### config.mk
export PLATFORM = sky130hd
export DESIGN_NAME = brd_ram
export DESIGN_NICKNAME = d
export VERILOG_FILES = /design/src/sv/brd_ram.sv
export SDC_FILE = /design/constraint.sdc
export NUM_CORES = 2
export LEC_CHECK = 0
export BUFFER_PORTS_ARGS = -buffer_cell sky130_fd_sc_hd__buf_4
export CAP_MARGIN = 0
export CORE_ASPECT_RATIO = 0.5
export CORE_MARGIN = 1
export CORE_UTILIZATION = 35
export DETAILED_ROUTE_END_ITERATION = 10
export PLACE_DENSITY_LB_ADDON = 0.3
export SETUP_SLACK_MARGIN = 0.05
export SLEW_MARGIN = 10
export SYNTH_ARGS = -nofsm -noshare
export SYNTH_HDL_FRONTEND = slang
export SYNTH_SLANG_ARGS = --single-unit
export TNS_END_PERCENT = 20
### constraint.sdc
create_clock -name i_clk -period 3.7 [get_ports i_clk]
set_input_delay 0.185 -clock i_clk [delete_from_list [all_inputs] [get_ports i_clk]]
set_output_delay 0.185 -clock i_clk [all_outputs]
set_load 0.1 [all_outputs]
### src/sv/brd_ram.sv
module brd_ram #(
    parameter int WIDTH = 8,
    parameter int DEPTH = 256
) (
    input  logic                     i_clk,
    input  logic                     i_we,
    input  logic [$clog2(DEPTH)-1:0] i_waddr,
    input  logic [WIDTH-1:0]         i_wdata,
    input  logic                     i_re,
    input  logic [$clog2(DEPTH)-1:0] i_raddr,
    output logic [WIDTH-1:0]         o_rdata
);

    logic [WIDTH-1:0] r_mem [DEPTH];

    // Write port, registered read port (old data on same-cycle collision)
    always_ff @(posedge i_clk) begin
        if (i_we)
            r_mem[i_waddr] <= i_wdata;
        if (i_re)
            o_rdata <= r_mem[i_raddr];
    end

endmodule

## Word-level counts from Yosys, hierarchy flattened

Memories as Yosys holds them, arrays and structs flattened. A register that Yosys moved wholly into a read port is not among the register bits.
Index checks and enable logic that the tools add are counted.

| word-level totals | value |
|---|---|
| bits in registers | 0 |
| memory bits (writable) | 2048 |
| input port bits | 27 |
| output and inout port bits | 8 |
| word-level logic and storage cells | 3 |
| memories kept | 1 |

| cells by class | value |
|---|---|
| multiplexer cells | 2 |

Memories:

| memory | depth | bits a word | rd ports | clocked after memory_dff | wr ports | line | RTL |
|---|---|---|---|---|---|---|---|
| r_mem | 256 | 8 | 1 | 1 | 1 | 14 | `logic [WIDTH-1:0] r_mem [DEPTH];` |

Operators with widths:

| operator | number |
|---|---|
| 2-to-1 mux 1 bit | 2 |

## Longest topological paths before layout

| logic depth | value |
|---|---|
| depth in word-level cells | 2 |
| depth in mapped cells | 11 |
| mapped depth without buffers | 6 |

## Worst setup path before layout

OpenSTA, ideal clock, no wires.

| timing path | value |
|---|---|
| path type | input to register |
| start | input port i_raddr[0] |
| end | register o_rdata[2], read port of r_mem (data pin) |
| library setup time | 0.269 ns |
| data arrival time | 1.992 ns |
| required time | 3.431 ns |
| slack | 1.439 ns |
| stages on the path | 9 |
| path buffers | 4 |
| cell sequence | buf_6 -> buf_12 -> buf_8 -> buf_2 -> mux4_2 -> a22oi_1 -> a21oi_1 -> nor4_1 -> nor4_2 |

RTL lines:

| item | line | RTL |
|---|---|---|
| start: declaration | 10 | `input logic [$clog2(DEPTH)-1:0] i_raddr,` |
| end: declaration | 11 | `output logic [WIDTH-1:0] o_rdata` |

==> results.sh <==
export IMPL_muxShareOfSynthArea_pct=14.60
export IMPL_cp_startpoint="r_mem[83][5]"
export IMPL_root_buffer="clkbuf_16"
export IMPL_nNetsFinal=3979
export IMPL_place_area_sq_um=84410
export IMPL_rsz0062_at_grt="no"
export IMPL_drtIter0Drc=4862
export IMPL_postLayoutCellArea_sq_um=90330
export IMPL_ctsHtreeMaxLevel=4
export IMPL_ctsResizeCount=0
export IMPL_die_y_microns=339.3
export IMPL_routedWlPerCell_microns=29.39
export IMPL_outcome="finished with violations"
export IMPL_drc=0
export IMPL_synthXorXnorAreaFrac_pct=0
export IMPL_min_path_type="in -> reg"
export IMPL_worstSetupEndpointType="register"
export IMPL_post_dp_hpwl_microns=129500
export IMPL_max_clock_freq_ghz=0.3095
export IMPL_slew_headroom_pct=19.96
export IMPL_synth_ff_type="edfxtp_1"
export IMPL_clk_pin_slew_ns=0.06
export IMPL_synthArstFlopShare_pct=0
export IMPL_final_setup_viol_count=0
export IMPL_total_leakage_power_nw=27.62
export IMPL_firstDrtPassIters=5
export IMPL_chipWidth_microns=676.6
export IMPL_cts_num_sinks=2056
export IMPL_core_sq_um=225500
export IMPL_antenna_found_initial=8
export IMPL_cts_tree="done"
export IMPL_vias_per_cell=5.556
export IMPL_stdcell_count=7112
export IMPL_grt_pass1_vias=39690
export IMPL_gp_congestion=0.8396
export IMPL_drive_gt1_share_pct=24.17
export IMPL_cap_violations=0
export IMPL_slew_viol_final=0
export IMPL_critPathArrivalTime_ns=3.77
export IMPL_pin_count=35
export IMPL_vdd_drop_max_mv=0.4036
export IMPL_whs_ns=-0.004655
export IMPL_reg2reg_slack_ns=0.47
export IMPL_fin_skew_ns=0.02849
export IMPL_post_route_util_pct=40.06
export IMPL_mostFrequentLayoutCells="2056 x edfxtp_1, 454 x mux4_2, 279 x nor2_1, 212 x buf_4, 194 x clkbuf_16"
export IMPL_wirelength_microns=209000
export IMPL_p_per_area_nw_per_um2=522.1
export IMPL_reg2reg_from="r_mem[83][5]"
export IMPL_yosysUniqueCellTypes=54
export IMPL_fp_dieArea_sq_um=229600
export IMPL_final_antenna_net_count=0
export IMPL_crit_end="o_rdata[5]"
export IMPL_layout_worst_path_cycle_share_pct=87.33
export IMPL_violations="negative hold slack"
export IMPL_criticalPathCategory="reg -> reg"
export IMPL_rows=123
export IMPL_cp_max_fo=1
export IMPL_antenna_cells=0
export IMPL_ys_seq_elements=2056
export IMPL_clockBufferDepth=3
export IMPL_io_buffers=34
export IMPL_syn2layout_area_growth_pct=13.42
export IMPL_syn_inst=3733
export IMPL_synth_edf_count=2056
export IMPL_place_inst=6756
export IMPL_synth_area_sq_um=79640
export IMPL_synth_top_family_by_area="multiplexers"
export IMPL_synth_compound_area_share_pct=3.416
export IMPL_required_ns=4.23
export IMPL_start_util_pct=35.32
export IMPL_r2r_end="o_rdata[5]"
export IMPL_synth_fa_ha_area_share_pct=0
export IMPL_dr_total_vias=39510
export IMPL_yosysWarnings=0
export IMPL_grt_pass1_wl_microns=299000
export IMPL_synth_seq_area_share_pct=77.53
export IMPL_tightestPinTransition_ns=1.201
export IMPL_numCtsBuffers=190
export IMPL_clock_latency_ns=0.83
export IMPL_synth_net_count=3760
export IMPL_track_usage_pct=17.97
export IMPL_min_period_ns=3.231
export IMPL_grt_max_degree=152
export IMPL_place_worst_setup_slack_ns=-0.4384
export IMPL_crit_path_start_kind="register"
export IMPL_final_common_cell="edfxtp_1"
export IMPL_grt_ovfl_total=0
export IMPL_fin_ws_ns=0.4687
export IMPL_reg2regPathDepth=6
export IMPL_avgSynthCellArea_sq_um=21.33
export IMPL_yosys_area_share_simple_pct=2.625
export IMPL_hold_viol=3
==> flip-flops by register name (all words and copies together) (netlist names) <==
name / count
r_mem: 2048
o_rdata: 8
==> metal layers <==
metal	up-vias	routed length, microns	track usage [%]
li1	16160	-	-
met5	-	13	0
met4	2	4497	4.293
met2	1709	98390	28.46
met1	21360	90080	25.98
met3	285	16060	3.158
==> metrics by stage <==
stage / total power (W) / TNS (ns)
after floorplan: 0.02753 / 0
after global placement: 0.02871 / -1.258
after detailed placement: 0.02875 / -0.6486
after CTS: 0.04746 / 0
after global routing: 0.04846 / 0
final: 0.04716 / 0
==> worst min path at each step <==
stage                         endpoint  startpoint  depth (start not counted)  slack [ns]
after CTS                 r_mem[57][0]  i_wdata[0]                          1       0.006
after floorplan            r_mem[0][0]  i_wdata[0]                          0        0.28
after global routing      r_mem[58][0]  i_wdata[0]                          1        0.02
after global placement      o_rdata[2]        i_re                          1        0.59
after detailed placement    o_rdata[2]        i_re                          1        0.59
final                     r_mem[58][0]  i_wdata[0]                          1      -0.005
==> what timing repair did <==
item	CTS	global route
hold buffers	4	0
hold endpoints to repair	124	0
setup endpoints to repair	0	0
buffers inserted	0	0
==> layout make-up <==
cell class,instances,area [sq um]
Clock buffer,237,5016
Clock inverter,115,859.6
Fill cell,19780,135100
Inverter,2,7.507
Multi-Input combinational cell,1442,16490
Sequential cell,2056,61740
Tap cell,3000,3754
Timing Repair Buffer,260,2455
==> cell usage after synthesis, types with 6 or more instances <==
cell      number  area, sq um
nand2b_1       8        50.05
nor3_1        22        110.1
nand4_1       10        62.56
a21oi_1       96        480.5
mux2i_1      134         1341
nor2b_1       31        193.9
o21ai_0       10        50.05
edfxtp_1    2056        61740
buf_8         13        195.2
nor4_1        24        150.1
o22ai_1       28        175.2
mux4_2       454        10220
o221ai_1      46        402.9
nand3_1       34        170.2
nand2_1       33        123.9
clkbuf_1     111        416.7
a211oi_1      16        120.1
buf_12         8        160.2
and2_1         6        37.54
o211ai_1      10        75.07
buf_1         22        82.58
a221oi_1      13        113.9
buf_2         31        155.2
nor2_1       282         1059
buf_4         27        202.7
buf_6         21        236.5
a22o_1         8        70.07
a22oi_1      133        998.5
==> kinds of logic after synthesis <==
kind of cell | after synthesis
compound gates | 385
buf+inv | 235
flops | 2056
mux | 591
simple gates | 466
==> critical path, cell delays in order, from the launching register on <==
cell      delay, ns
edfxtp_1       0.37
mux4_2         0.48
a22o_1         0.24
a221oi_1       0.51
o32ai_1        0.30
nor3_1         0.88
nor4_1         0.15
==> power by group <==
part	internal [W]	switching (W)	total, W
Clock	0.0103	0.00866	0.0189
Combinational	0.000851	0.00167	0.00252
Sequential	0.0257	0.0000333	0.0257
Total	0.0368	0.0104	0.0472
Note: power is estimated with default switching activity, not from simulation.
