[config.mk]
export PLATFORM = sky130hd
export DESIGN_NAME = brd_update
export DESIGN_NICKNAME = d
export VERILOG_FILES = /design/src/sv/brd_pkg.sv /design/src/sv/brd_update.sv
export SDC_FILE = /design/constraint.sdc
export NUM_CORES = 1
export LEC_CHECK = 0
export ABC_AREA = 1
export BUFFER_PORTS_ARGS = -buffer_cell sky130_fd_sc_hd__buf_4
export CAP_MARGIN = 25
export CORE_MARGIN = 2
export CORE_UTILIZATION = 47
export DETAILED_ROUTE_END_ITERATION = 10
export PLACE_DENSITY = 0.95
export SKIP_LAST_GASP = 1
export SYNTH_ARGS = -nofsm -noshare
export SYNTH_HDL_FRONTEND = slang
export SYNTH_SLANG_ARGS = --single-unit
[constraint.sdc]
create_clock -name vclk -period 6.4
set_input_delay 1.28 -clock vclk [all_inputs]
set_output_delay 1.28 -clock vclk [all_outputs]
set_load 0.01 [all_outputs]
[src/sv/brd_pkg.sv]
package brd_pkg;

    // Map geometry
    localparam int MAP_ENTRIES = 65536;
    localparam int ADDR_W      = $clog2(MAP_ENTRIES);

    // Operation codes
    localparam logic [1:0] OP_INT  = 2'd0;
    localparam logic [1:0] OP_STR  = 2'd1;
    localparam logic [1:0] OP_BSTR = 2'd2;

    // Direction codes held in the two low bits of an entry
    localparam logic [1:0] DIR_NONE      = 2'd0;
    localparam logic [1:0] DIR_TAKEN     = 2'd1;
    localparam logic [1:0] DIR_NOT_TAKEN = 2'd2;
    localparam logic [1:0] DIR_BOTH      = 2'd3;

    // Operand size codes
    localparam logic [1:0] SIZE_8  = 2'd0;
    localparam logic [1:0] SIZE_16 = 2'd1;
    localparam logic [1:0] SIZE_32 = 2'd2;
    localparam logic [1:0] SIZE_64 = 2'd3;

    typedef enum logic {
        ST_CLEAR,
        ST_RUN
    } t_state;

    // One item waiting on its map read
    typedef struct packed {
        logic [1:0]         operation;
        logic [3:0]         predicate;
        logic [1:0]         operand_size;
        logic signed [63:0] left_operand;
        logic signed [63:0] right_operand;
        logic signed [31:0] compare_result;
        logic [5:0]         compare_length;
    } t_item;

    // Result of the entry update
    typedef struct packed {
        logic [7:0] value;
        logic       wr;
    } t_upd;

    // New direction for current direction d and outcome o, DIR_NONE if no write
    function automatic logic [1:0] next_dir(input logic [1:0] d, input logic [1:0] o);
        logic [1:0] r;
        r = DIR_NONE;
        if (d == DIR_NONE)
            r = o;
        else if (d == DIR_NOT_TAKEN && o == DIR_TAKEN)
            r = DIR_BOTH;
        else if (d == DIR_TAKEN && o == DIR_NOT_TAKEN)
            r = DIR_BOTH;
        return r;
    endfunction

endpackage

[src/sv/brd_update.sv]
module brd_update (
    input  brd_pkg::t_item i_item,
    input  logic [7:0]     i_cur,
    output brd_pkg::t_upd  o_upd
);
    import brd_pkg::*;

    logic signed [63:0] w_a;
    logic signed [63:0] w_b;
    logic [1:0]         w_outcome;
    logic [1:0]         w_nd;

    function automatic logic signed [63:0] sext(input logic [63:0] v, input logic [1:0] sz);
        logic signed [63:0] r;
        case (sz)
            SIZE_8:  r = {{56{v[7]}}, v[7:0]};
            SIZE_16: r = {{48{v[15]}}, v[15:0]};
            SIZE_32: r = {{32{v[31]}}, v[31:0]};
            SIZE_64: r = v;
            default: r = v;
        endcase
        return r;
    endfunction

    assign w_a = sext(i_item.left_operand, i_item.operand_size);
    assign w_b = sext(i_item.right_operand, i_item.operand_size);

    // Branch outcome
    always_comb begin
        w_outcome = DIR_NONE;
        if (i_item.operation == OP_INT) begin
            case (i_item.predicate) inside
                4'd0, 4'd1:        w_outcome = (w_a >  w_b) ? DIR_TAKEN : DIR_NOT_TAKEN;
                4'd2, 4'd7, 4'd11: w_outcome = (w_a == w_b) ? DIR_TAKEN : DIR_NOT_TAKEN;
                4'd3, 4'd4:        w_outcome = (w_a >= w_b) ? DIR_TAKEN : DIR_NOT_TAKEN;
                4'd5, 4'd6:        w_outcome = (w_a <  w_b) ? DIR_TAKEN : DIR_NOT_TAKEN;
                4'd8, 4'd9:        w_outcome = (w_a <= w_b) ? DIR_TAKEN : DIR_NOT_TAKEN;
                default:           w_outcome = DIR_NONE;
            endcase
        end else if (i_item.operation == OP_STR || i_item.operation == OP_BSTR) begin
            w_outcome = (i_item.compare_result == 32'sd0) ? DIR_TAKEN : DIR_NOT_TAKEN;
        end
    end

    assign w_nd = next_dir(i_cur[1:0], w_outcome);

    // Entry transition; full-byte modes skip bytes carrying length bits
    always_comb begin
        o_upd.wr    = 1'b0;
        o_upd.value = i_cur;
        if (w_outcome != DIR_NONE && w_nd != DIR_NONE) begin
            if (i_item.operation == OP_BSTR) begin
                o_upd.wr    = 1'b1;
                o_upd.value = {i_item.compare_length, w_nd};
            end else if (i_cur[7:2] == 6'd0) begin
                o_upd.wr    = 1'b1;
                o_upd.value = {6'd0, w_nd};
            end
        end
    end

endmodule

# [Word-level counts from Yosys, hierarchy flattened]
# Index checks and enable logic that the tools add are counted.
[op_classes] order_cmp=4 mux=21 eq_ne=20 reduce_logical=17
[op_table] op="$pmux W64 S4" n=2
[op_table] op="$eq A64 B64 Y1" n=1
[op_table] op="$ge A64 B64 Y1" n=1
[op_table] op="$gt A64 B64 Y1" n=1
[op_table] op="$le A64 B64 Y1" n=1
[op_table] op="$lt A64 B64 Y1" n=1
[op_table] op="$logic_not A32 Y1" n=1
[op_table] op="$mux W2" n=16
[op_table] op="$mux W9" n=3
[op_table] op="$eq A4 B3 Y1 const B" n=4
[op_table] op="$eq A4 B4 Y1 const B" n=3
[op_table] op="$eq A2 B2 Y1 const B" n=5
[op_table] op="$eq A2 B1 Y1 const B" n=4
[op_table] op="$eq A4 B2 Y1 const B" n=2
[op_table] op="$reduce_or A2 Y1" n=4
[op_table] op="$logic_not A2 Y1" n=3
[op_table] op="$logic_not A6 Y1" n=1
[op_table] op="$eq A4 B1 Y1 const B" n=1
[op_table] op="$logic_not A4 Y1" n=1
[op_table] op="$reduce_bool A2 Y1" n=2
[op_table] op="$logic_and A1 B1 Y1" n=3
[op_table] op="$reduce_or A3 Y1" n=1
[op_table] op="$logic_or A1 B1 Y1" n=1
[totals] wordCells=62 ff_bits=0 output_inout_bits=9 in_bits=182

# [Depth between registers and ports, before layout]
[logic_depth] depth_word=18 mapped_depth=32 depth_no_buf=31

# [Worst setup path before layout]
# Ideal clock, no wire load.
[synth_path] path_type="input -> output" start="in i_item[167] (netlist bit)" end="out o_upd[1] (netlist bit)" required_time_ps=5120 setup_slack_ps=592 stages=26 arrival_ps=4528 n_path_buf=3 path_cell_list="clkbuf_1 > nor2_1 > inv_1 > nor2_1 > clkbuf_1 > buf_1 > a21oi_1 > ha_1 > nand2_1 > o21bai_1 > a21oi_1 > nor2_1 > nand2_1 > a21oi_2 > nand2_2 > nand2_2 > nand3_2 > a31oi_2 > nand2_2 > nand2_2 > nand2_2 > nand2_4 > nand3_4 > nand2_1 > inv_1 > nor2_1"
[synth_rtl] item="start, declared" line="brd_update.sv:2" rtl="input brd_pkg::t_item i_item,"
[synth_rtl] item="end, declared" line="brd_update.sv:4" rtl="output brd_pkg::t_upd o_upd"

==> summary.txt <==
Floorplanning
  • Initial Util: 49.25%
  • Die width: 88.85 um
  • Num ports: 191
  • Core Area: 6869 sq um
  • DIE AREA: 7893 sq um
  • DIE HEIGHT: 88.85 um
  • Row count: 30

Final layout
  • Clkbuf count: 0
  • FILL cells: 561
  • # diodes: 0
  • Final net count: 1,060
  • Seq Cell Count: 0
  • Share of layout cells above drive strength 1: 28.52%
  • Most common cell after layout, fill and taps aside: buf_4
  • Area delta synth->final: 46.97%
  • Storage cell area: 0 sq um
  • Commonest cells after routing, fill and taps aside: buf_4, nand2_1, a21oi_1

Min path
  • Worst Hold Class: primary input to primary output
  • Hold path depth: 4

Global route
  • Largest net degree at the start of global routing: 37
  • Global route overflow: 0
  • Global-route usage over all layers: 25.99%
  • Antenna violations before repair: 0
  • First-pass GRT wire length: 17,420 um
  • GRT Max-Usage Layer: met2
  • Vias in the first global route: 4,433
  • Met3 Resource Use GR: 2.985%
  • Grt met2 use: 50.20%
  • GRT met1 Usage: 30.93%

Drt
  • WL final: 11,090 um
  • DR DRC count: 0
  • 1st-iter DRT viols: 172
  • WL/cell: 12.24 um
  • Vias per inst: 5.215
  • Via Count: 4,725
  • Detailed Routing Iterations Pass 1: 6
  • Routed Antenna Nets: 0

Setup path
  • Arr. time, crit path: 4660 ps
  • Crit path launch type: primary input
  • CP max-delay cell: ha_1
  • WS Path Type: primary input to primary output
  • Critical Path Most Common Cell: nand2_1
  • Critical Path End Type: primary output
  • Crit path largest cell delay: 310 ps
  • Crit-path max FO: 32
  • Worst EP required: 5120 ps

Timing
  • RSZ-0062 raised after global routing: false
  • Worst-Margin Slew: 449.5 ps
  • Max-slew headroom: 70.00%
  • Setup violators final: 0
  • Pins Over Slew Limit: 0
  • Final hold violations: 0
  • Setup TNS: 0 ps
  • Period utilization: 92.87%
  • Max frequency: 0.1682 GHz
  • Min Tclk post-route: 5944 ps

Yosys
  • Syn Std Cell Area: 3383 sq um
  • Mux contribution to synthesized area: 0%
  • Synthesized-area fraction occupied by adder cells: 24.41%
  • Syn Area/Cell: 5.311 sq um
  • Post-synthesis net count: 885
  • Compound-Gate Fraction of Synth Area: 22.37%
  • Largest family of logic cells by synthesized area: simple AND/OR/NAND/NOR gates
  • Post-Synth Simple-Gate Area: 41.05%
  • Xor and xnor fraction of the mapped netlist area: 0%
  • Ys Warns: 0
  • Post-Synthesis Cells: 637
  • Post-synth cell types: 34
  • Register area share after synthesis: 0%

Pwr
  • VDD IR max: 0.04072 mV
  • Leakage: 2.870 nW
  • Tot Pwr: 0.0003962 W
  • Cell Pwr Density: 79.69 nW/um^2

Place
  • Hpwl dp: 9008 um
  • GP Congestion: 0.8651
  • Buffers on Ports: 191

Flow run
  • Maxcap violations: 0

Outcome
  • Status: finished, final reports clean
power by group:
part	switching [W]	leakage (nW)	internal (W)
Combinational	0.000205	2.87	0.000191
Clock	0	0	0
Sequential	0	0	0
final timing paths:
kind	from	end	slack [ps]
worst max-delay path	i_item[166]	o_upd[7]	460
worst min-delay path	i_item[5]	o_upd[8]	2880
what timing repair did:
item / in CTS / in global routing
setup buffers: 0 / 3
hold buffers: 0 / 0
endpoints found under the setup margin: 0 / 8
gates resized for setup: 0 / 5
kinds of logic after synthesis:
family,after synthesis
and+or+nand+nor,317
buffers and inverters,109
adders and majority gates,66
AOI/OAI and AO/OA,145
routing by layer:
layer	up-vias	wire length, um
met2	209	5701
li1	2442	-
met1	2064	4393
met4	0	68
met5	-	0
met3	10	923
cell usage after synthesis, drive strengths merged:
| cell type | count | area share, % |
|---|---|---|
| or4 | 1 | 0.22 |
| buf | 1 | 0.11 |
| or2 | 1 | 0.19 |
| nand3 | 25 | 5.0 |
| ha | 66 | 24 |
| inv | 76 | 8.5 |
| o21bai | 2 | 0.44 |
| o21ai | 55 | 8.1 |
| a21o | 1 | 0.22 |
| clkbuf | 30 | 3.3 |
| o21a | 4 | 0.89 |
| nand4 | 6 | 1.1 |
| nor2 | 77 | 8.7 |
| nand2 | 188 | 22 |
| nor3b | 1 | 0.22 |
| a21oi | 81 | 12 |
| a31oi | 1 | 0.37 |
| clkinv | 2 | 0.22 |
| and2 | 4 | 0.74 |
| nor3 | 2 | 0.63 |
| nor4 | 10 | 2.0 |
| o31ai | 1 | 0.22 |
| nand3b | 2 | 0.44 |
area by class of cell:
cell class / instances / area, sq um / area share (%)
multi-input cells: 528 / 2989 / 60.12
repair buffers: 204 / 1568 / 31.53
inverters: 78 / 295.3 / 5.939
well taps: 96 / 120.1 / 2.416
critical path: cells and delay by family:
| family | cells | cell delay (ps) |
|---|---|---|
| AOI/OAI and AO/OA | 2 | 280 |
| and+or+nand+nor | 21 | 1820 |
| adders and majority gates | 1 | 310 |
| buffers and inverters | 8 | 940 |
per-stage QoR:
| step | cell area, sq um | cells | util [%] | hold slack, ps | setup WS [ps] |
|---|---|---|---|---|---|
| floorplan | 3383 | 637 | - | 2692 | 592.5 |
| CTS | 4920 | 903 | 71.62 | 2871 | 273.6 |
| global route | 4972 | 906 | 72.39 | 2898 | 31.27 |
| global placement | 4920 | 903 | 71.62 | 2869 | 524.3 |
| finish | 4972 | 906 | 72.39 | 2875 | 456.2 |
| detailed placement | 4920 | 903 | 71.62 | 2869 | 295.5 |
No activity file was read; power rests on OpenSTA's default activity.
